==> config.mk <==
export PLATFORM = sky130hd
export DESIGN_NAME = pcm_format_rate_convert_flat
export DESIGN_NICKNAME = d
export VERILOG_FILES = /design/src/hw/rtl/pfrc_pkg.sv /design/src/hw/rtl/pfrc_stream_if.sv /design/src/hw/rtl/pcm_format_rate_convert.sv /design/src/flat_wrapper.sv
export VERILOG_INCLUDE_DIRS = /design/src /design/src/hw/rtl
export SDC_FILE = /design/constraint.sdc
export NUM_CORES = 2
export LEC_CHECK = 0
export BUFFER_PORTS_ARGS = -buffer_cell sky130_fd_sc_hd__buf_4
export CORE_UTILIZATION = 39
export CTS_BUF_LIST = sky130_fd_sc_hd__clkbuf_4
export CTS_CLUSTER_SIZE = 30
export DETAILED_ROUTE_END_ITERATION = 8
export PLACE_DENSITY_LB_ADDON = 0.3
export SYNTH_ARGS = -nofsm -noshare
export SYNTH_HDL_FRONTEND = slang
export SYNTH_SLANG_ARGS = --single-unit
==> constraint.sdc <==
create_clock -name clk_i -period 8.9 [get_ports clk_i]
set_clock_uncertainty 0.1 [all_clocks]
set_input_delay 1.78 -clock clk_i [delete_from_list [all_inputs] [get_ports clk_i]]
set_output_delay 1.78 -clock clk_i [all_outputs]
set_load 0.02 [all_outputs]
==> src/hw/rtl/pcm_format_rate_convert_macros.svh <==
// assertion macros for the pcm format and rate converter
`ifndef PCM_FORMAT_RATE_CONVERT_MACROS_SVH
`define PCM_FORMAT_RATE_CONVERT_MACROS_SVH

// property checked on every rising edge of clk_i outside reset
`define PFRC_ASSERT(lbl, prop) \
  lbl: assert property (@(posedge clk_i) disable iff (!rst_ni) (prop)) \
    else $error("pfrc assertion failed");

// condition that must never hold outside reset
`define PFRC_ASSERT_NEVER(lbl, cond) \
  `PFRC_ASSERT(lbl, !(cond))

`endif

==> src/hw/rtl/pfrc_pkg.sv <==
// types and constants of the pcm format and rate converter
`default_nettype none

package pfrc_pkg;

  localparam int unsigned FrameCountBitsDef = 24;
  localparam int unsigned CodeW             = 16;
  localparam int unsigned RateW             = 18;
  localparam int unsigned IndexW            = 42;
  localparam int unsigned CfgIdxW           = 3;

  localparam logic [RateW-1:0] RateReset = RateW'(44100);

  typedef enum logic [CfgIdxW-1:0] {
    CFG_SRC_SIXTEEN_BIT = 3'd0,
    CFG_DST_SIXTEEN_BIT = 3'd1,
    CFG_SRC_STEREO      = 3'd2,
    CFG_DST_STEREO      = 3'd3,
    CFG_SRC_RATE        = 3'd4,
    CFG_DST_RATE        = 3'd5
  } cfg_reg_e;

  typedef struct packed {
    logic [CodeW-1:0] left_code;
    logic [CodeW-1:0] right_code;
    logic             restart;
  } in_item_t;

  typedef struct packed {
    logic [IndexW-1:0] dst_index;
    logic [CodeW-1:0]  left_out;
    logic [CodeW-1:0]  right_out;
  } out_item_t;

  typedef struct packed {
    logic [CfgIdxW-1:0] reg_idx;
    logic [RateW-1:0]   wdata;
  } cfg_item_t;

endpackage

`default_nettype wire

==> src/hw/rtl/pfrc_stream_if.sv <==
// valid/ready channel carrying one payload per transfer
`default_nettype none

interface pfrc_stream_if #(
  parameter type payload_t = logic
);
  logic     valid;
  logic     ready;
  payload_t data;

  modport source (output valid, output data, input ready);
  modport sink   (input valid, input data, output ready);
endinterface

`default_nettype wire

==> src/hw/rtl/pcm_format_rate_convert.sv <==
// PCM format and rate converter: one source frame in, one converted frame with its
// destination index out. A frame is taken only while the divider is free. The transfer
// registers counter * dst_rate, then a restoring divider produces one quotient bit a
// cycle until every bit of the product has been divided. The done state then moves the
// result into the output register once that register is free, and the idle state after
// it can take the next frame. The output register lets the next frame start while a
// result still waits to be taken. Sample depth and channel conversion is done at the
// input transfer. A src_rate of zero divides by one; configuration is to be written
// while idle, which the block itself does not enforce.
`default_nettype none

`include "pcm_format_rate_convert_macros.svh"

module pcm_format_rate_convert
  import pfrc_pkg::*;
#(
  parameter int unsigned FRAME_COUNT_BITS = FrameCountBitsDef
) (
  input  wire logic   clk_i,
  input  wire logic   rst_ni,
  pfrc_stream_if.sink   cfg_i,
  pfrc_stream_if.sink   in_i,
  pfrc_stream_if.source out_o
);

  localparam int unsigned ProdW = FRAME_COUNT_BITS + RateW;
  localparam int unsigned BitW  = $clog2(ProdW);

  typedef enum logic [2:0] {
    ST_IDLE = 3'b001,
    ST_DIV  = 3'b010,
    ST_DONE = 3'b100
  } state_e;

  function automatic logic [CodeW-1:0] conv_sample(logic [CodeW-1:0] code, logic s16,
                                                   logic d16);
    logic [7:0]       q8;
    logic [CodeW-1:0] res;
    q8 = code[15:8];
    if (code[15] && (code[7:0] != 8'h00)) begin
      q8 = q8 + 8'd1;
    end
    case ({s16, d16})
      2'b11:   res = code;
      2'b00:   res = {8'h00, code[7:0]};
      2'b01:   res = {~code[7], code[6:0], 8'h00};
      default: res = {8'h00, ~q8[7], q8[6:0]};
    endcase
    return res;
  endfunction

  // configuration
  logic             src16_q, dst16_q, src_st_q, dst_st_q;
  logic [RateW-1:0] src_rate_q, dst_rate_q;

  assign cfg_i.ready = 1'b1;

  always_ff @(posedge clk_i or negedge rst_ni) begin
    if (!rst_ni) begin
      src16_q    <= 1'b1;
      dst16_q    <= 1'b1;
      src_st_q   <= 1'b0;
      dst_st_q   <= 1'b0;
      src_rate_q <= RateReset;
      dst_rate_q <= RateReset;
    end else if (cfg_i.valid) begin
      unique case (cfg_i.data.reg_idx)
        CFG_SRC_SIXTEEN_BIT: src16_q    <= cfg_i.data.wdata[0];
        CFG_DST_SIXTEEN_BIT: dst16_q    <= cfg_i.data.wdata[0];
        CFG_SRC_STEREO:      src_st_q   <= cfg_i.data.wdata[0];
        CFG_DST_STEREO:      dst_st_q   <= cfg_i.data.wdata[0];
        CFG_SRC_RATE:        src_rate_q <= cfg_i.data.wdata;
        CFG_DST_RATE:        dst_rate_q <= cfg_i.data.wdata;
        default: ;
      endcase
    end
  end

  // control
  state_e                  state_q, state_d;
  logic [FRAME_COUNT_BITS-1:0] cnt_q, cnt_d, count;
  logic [BitW-1:0]         bit_q, bit_d;
  logic                    out_valid_q, out_valid_d;
  logic                    in_fire, out_load, div_last;

  // datapath
  logic [ProdW-1:0]  prod_q, prod_d;
  logic [RateW-1:0]  rem_q, rem_d, div_q;
  logic [RateW:0]    rem_sh;
  logic [RateW+1:0]  diff;
  logic [CodeW-1:0]  left_q, right_q, left_c, right_c;
  out_item_t         out_q;

  assign in_i.ready = (state_q == ST_IDLE);
  assign in_fire    = in_i.valid && in_i.ready;
  assign div_last   = (bit_q == BitW'(ProdW - 1));
  assign out_load   = (state_q == ST_DONE) && (!out_valid_q || out_o.ready);

  assign count = in_i.data.restart ? '0 : cnt_q;

  always_comb begin
    state_d     = state_q;
    cnt_d       = cnt_q;
    bit_d       = bit_q;
    out_valid_d = out_valid_q;
    if (out_o.valid && out_o.ready) begin
      out_valid_d = 1'b0;
    end
    unique case (state_q)
      ST_IDLE: begin
        if (in_fire) begin
          state_d = ST_DIV;
          cnt_d   = count + FRAME_COUNT_BITS'(1);
          bit_d   = '0;
        end
      end
      ST_DIV: begin
        bit_d = bit_q + BitW'(1);
        if (div_last) begin
          state_d = ST_DONE;
        end
      end
      ST_DONE: begin
        if (out_load) begin
          state_d     = ST_IDLE;
          out_valid_d = 1'b1;
        end
      end
      default: state_d = ST_IDLE;
    endcase
  end

  always_ff @(posedge clk_i or negedge rst_ni) begin
    if (!rst_ni) begin
      state_q     <= ST_IDLE;
      cnt_q       <= '0;
      bit_q       <= '0;
      out_valid_q <= 1'b0;
    end else begin
      state_q     <= state_d;
      cnt_q       <= cnt_d;
      bit_q       <= bit_d;
      out_valid_q <= out_valid_d;
    end
  end

  // restoring divider, one quotient bit shifted into the product register a cycle
  assign rem_sh = {rem_q, prod_q[ProdW-1]};
  assign diff   = {1'b0, rem_sh} - {2'b00, div_q};

  always_comb begin
    prod_d = {prod_q[ProdW-2:0], ~diff[RateW+1]};
    rem_d  = diff[RateW+1] ? rem_sh[RateW-1:0] : diff[RateW-1:0];
  end

  assign left_c  = conv_sample(in_i.data.left_code, src16_q, dst16_q);
  assign right_c = !dst_st_q ? '0 :
                   src_st_q  ? conv_sample(in_i.data.right_code, src16_q, dst16_q) : left_c;

  always_ff @(posedge clk_i) begin
    if (in_fire) begin
      prod_q  <= ProdW'(count) * ProdW'(dst_rate_q);
      rem_q   <= '0;
      div_q   <= (src_rate_q == '0) ? RateW'(1) : src_rate_q;
      left_q  <= left_c;
      right_q <= right_c;
    end else if (state_q == ST_DIV) begin
      prod_q <= prod_d;
      rem_q  <= rem_d;
    end
    if (out_load) begin
      out_q.dst_index <= IndexW'(prod_q);
      out_q.left_out  <= left_q;
      out_q.right_out <= right_q;
    end
  end

  assign out_o.valid = out_valid_q;
  assign out_o.data  = out_q;

  `PFRC_ASSERT(a_fire_starts_div, in_fire |=> (state_q == ST_DIV) && (bit_q == '0))
  `PFRC_ASSERT(a_rem_below_div, (state_q == ST_DIV) |-> (rem_q < div_q))
  `PFRC_ASSERT(a_done_loads_out,
               ((state_q == ST_DONE) && !out_valid_q) |=> out_valid_q && (state_q == ST_IDLE))
  `PFRC_ASSERT_NEVER(a_bit_overrun, (state_q == ST_DIV) && (bit_q > BitW'(ProdW - 1)))

endmodule

`default_nettype wire

==> src/flat_wrapper.sv <==
// flat-port wrapper written by rule: the top's interface ports become plain ports
module pcm_format_rate_convert_flat import pfrc_pkg::*;
#(
  parameter int unsigned FRAME_COUNT_BITS = FrameCountBitsDef
)
  (clk_i, rst_ni, cfg_i_valid, cfg_i_data, cfg_i_ready, in_i_valid, in_i_data, in_i_ready, out_o_valid, out_o_data, out_o_ready);
  pfrc_stream_if #(.payload_t(cfg_item_t)) cfg_i_i ();
  pfrc_stream_if #(.payload_t(in_item_t)) in_i_i ();
  pfrc_stream_if #(.payload_t(out_item_t)) out_o_i ();
  input  wire logic clk_i;
  input  wire logic rst_ni;
  input wire logic [$bits(cfg_i_i.valid)-1:0] cfg_i_valid;
  input wire logic [$bits(cfg_i_i.data)-1:0] cfg_i_data;
  output wire logic [$bits(cfg_i_i.ready)-1:0] cfg_i_ready;
  input wire logic [$bits(in_i_i.valid)-1:0] in_i_valid;
  input wire logic [$bits(in_i_i.data)-1:0] in_i_data;
  output wire logic [$bits(in_i_i.ready)-1:0] in_i_ready;
  output wire logic [$bits(out_o_i.valid)-1:0] out_o_valid;
  output wire logic [$bits(out_o_i.data)-1:0] out_o_data;
  input wire logic [$bits(out_o_i.ready)-1:0] out_o_ready;
  assign cfg_i_i.valid = cfg_i_valid;
  assign cfg_i_i.data = cfg_i_data;
  assign cfg_i_ready = cfg_i_i.ready;
  assign in_i_i.valid = in_i_valid;
  assign in_i_i.data = in_i_data;
  assign in_i_ready = in_i_i.ready;
  assign out_o_valid = out_o_i.valid;
  assign out_o_data = out_o_i.data;
  assign out_o_i.ready = out_o_ready;
  pcm_format_rate_convert #(.FRAME_COUNT_BITS(FRAME_COUNT_BITS)) u_core (.clk_i(clk_i), .rst_ni(rst_ni), .cfg_i(cfg_i_i), .in_i(in_i_i), .out_o(out_o_i));
endmodule
==> run summary <==
Status: finished, final reports clean
I/O Buffers: 134
Primary FF master, synth: edfxtp_1
Crit Path Class: in2reg
Inserted Clock Buffers: 70
Async SR Flop Fraction: 28.7%
Synth-to-layout area growth: 11.0%
Critical Path RT: 9.29 ns
Hold_ws: 0.293 ns
Crit path time final: 7.96 ns
Initial core utilization: 39.4%
Critical Path AT: 8.35 ns
Clock Power Share: 26.9%
Iteration-0 DRC Markers: 1113
Slew HR: 23.5%
Die height: 257 µm
Commonest non-fill, non-tap cell in the layout: inv_1
Commonest cells after routing, fill and taps aside: 462 x inv_1, 415 x nand2_1, 353 x fa_1, 176 x buf_4, 170 x and2_1
Combinational share of power: 27.3%
Yosys reg bits: 258
Setup TNS: 0 ns
Final instance area: 28200 µm²
Routed vias: 18223
Hold Path Class: reg2reg
GRT Total Usage: 18.6%
Core area: 64500 µm²
Core Rows: 93
Drt first pass iters: 6
IO Count: 136
Setup crit start kind: input port
GRT overflow: 0
RSZ-0062 raised after global routing: false
Power share of the sequential group: 45.8%
Hold_buf cts: 0
Die W: 257 µm
Synth warn: 0
Pleak: 0.0132 µW
Syn Area/Cell: 9.70 µm²
Nets: 3271
Switching Share: 36.3%
Syn nets: 3172
Largest net degree at the start of global routing: 88
Worst-skew pair later-pin latency: 0.83 ns
Drt drc: 0
PostCTS Resize Cnt: 0
Placed Area: 27300 µm²
Final wirelength: 60000 µm
Crit end category: flip-flop
H-tree Lvls: 3
Worst IR drop on VDD: 0.0901 mV
Final Hold Fails: 0
First-pass GRT wire length: 98400 µm
Synthesized cell area: 25400 µm²
Synth area leaders: fa_1 28%, edfxtp_1 20%, ha_1 6.8%, inv_1 6.8%, nand2_1 6.1%
Post-synth EDFFs: 166
ANT nets after route: 0
P_int: 2700 µW
Global placement routability congestion: 0.893
# clock sinks: 258
Yosys top cell by area: fa_1
Post-synth top area share: 27.8%
Vias in the first global route: 19249
DP HPWL: 46300 µm
Max-cap violations: 0
Setup bufs post-CTS: 0
Power Dens Cells: 150 nW/µm²
CTS tree: built
Reg clk slew, reported paths: 0.07 ns
Fraction of layout cells with a size suffix above 1: 13.4%
Die area: 66200 µm²
P_sw: 1540 µW
Post-DR vias/cell: 5.02
Crit path max fanout: 30
Max clock buf depth: 3
Max-slew violation count: 0
Initial antenna violation count: 2
Final setup vio count: 0
Root Driver: clkbuf_4
Synth cell types: 74
Routed WL per cell: 16.5 µm
Seq/Total Area, Yosys: 28.4%
Final period utilization: 89.4%
FMAX: 126 MHz
Post-Syn Instances: 2621
Worst-Margin Slew: 1.15 ns
==> final timing paths <==
path | cells past startpoint | endpoint | slack, ns | startpoint
min in group asynchronous | 1 | u_core.dst_st_q$_DFFE_PN0P_ | 1.00 | rst_ni
worst min-delay path | 0 | u_core.out_o.data[10]$_DFFE_PP_ | 0.29 | u_core.right_q[10]$_SDFFCE_PN0P_
worst max register to register | 19 | u_core.prod_q[40]$_DFFE_PP_ | 1.47 | u_core.dst_rate_q[3]$_DFFE_PN0P_
worst max-delay path | 23 | u_core.prod_q[39]$_DFFE_PP_ | 0.94 | in_i_data[0]
max in group asynchronous | 1 | u_core.src_rate_q[9]$_DFFE_PN0P_ | 7.01 | rst_ni
worst min register to register | 0 | u_core.out_o.data[10]$_DFFE_PP_ | 0.29 | u_core.right_q[10]$_SDFFCE_PN0P_
==> critical path: stages <==
cell      delay, ns
buf_4          0.21
nor2b_1        0.48
buf_4          0.35
nand2_1        0.12
fa_1           0.53
fa_1           0.52
fa_1           0.51
inv_1          0.05
fa_1           0.50
fa_1           0.49
inv_1          0.05
fa_1           0.47
inv_1          0.04
ha_1           0.38
nand4_1        0.16
a211oi_1       0.24
o21ai_0        0.27
a31oi_1        0.35
a31o_2         0.26
a22oi_1        0.13
o21ai_0        0.23
xnor2_1        0.14
o21ai_0        0.09
==> metrics by stage <==
| stage | power (µW) | utilization [%] | cells | setup slack [ns] |
|---|---|---|---|---|
| floorplan | 2710 | - | 2621 | 0.572 |
| global placement | 3100 | 42.3 | 3503 | 0.274 |
| detailed placement | 3130 | 42.3 | 3503 | 0.140 |
| CTS | 4310 | 43.8 | 3629 | 0.992 |
| global route | 4560 | 43.8 | 3631 | 0.594 |
| finish | 4240 | 43.8 | 3632 | 0.943 |
==> per-layer routing <==
metal	up-vias	GRT usage, %	part of all wire [%]	routed length, µm
met2	471	31.8	51	30400
li1	8473	-	-	-
met1	9161	22.8	41	24300
met5	-	0	0	0
met4	0	9.40	4.0	2410
met3	118	2.86	4.8	2880
==> power groups by stage <==
stage | clock network (µW) | logic, µW | registers [µW]
floorplan | 0 | 961 | 1750
global placement | 0 | 1140 | 1960
detailed placement | 0 | 1170 | 1960
CTS | 1190 | 1180 | 1940
global route | 1250 | 1330 | 1980
finish | 1140 | 1160 | 1940
==> synthesized netlist by cell type (4+ instances only) <==
library cell and number:
o21bai_1 4, dfxtp_1 18, o31ai_1 4, o211a_1 4, nand4_1 19, nor2_1 51
ha_1 139, nor3b_1 5, o2bb2ai_1 5, mux2i_1 12, and3_1 17, o21a_1 5
o21ai_1 4, nor4_1 10, nand2_1 415, fa_1 353, and2_1 170, a21oi_1 84
nand2b_1 10, a22o_1 4, o21ai_0 87, o211ai_1 8, buf_1 5, nor3_1 12
nand3_1 53, inv_1 463, a31oi_1 12, nor2b_1 54, xor2_1 29, dfrtp_1 59
or3_1 6, a21o_1 32, edfxtp_1 166, xnor2_1 47, clkbuf_1 139, dfstp_2 15
mux2_2 41
==> logic make-up after synthesis <==
family	Yosys count	share of synthesized area (%)
other cells	1	0.0147
flops	258	28.4
compound gates	284	6.86
buf+inv	614	9.17
simple gates	843	16.0
mux	53	2.29
fa+ha+maj	492	34.6
xor+xnor	76	2.62
==> sequential cells by signal, indices dropped and copies added (netlist names), 3 cells and up <==
register	cells
u_core.cnt_q	24
u_core.rem_q	18
u_core.right_q	16
u_core.dst_rate_q	18
u_core.left_q	16
u_core.prod_q	42
u_core.state_q	3
u_core.out_o.data	74
u_core.bit_q	6
u_core.src_rate_q	18
u_core.div_q	18
==> layout make-up <==
class                           instances  area, µm²
Clock buffer                          108        811
Sequential cell                       258       7220
Fill cell                            6280      36200
Multi-Input combinational cell       1749      15900
Inverter                              464       1750
Antenna cell                            3       7.51
Clock inverter                         18        143
Timing Repair Buffer                  177       1340
Tap cell                              855       1070
Power figures use the tool's default switching activity.
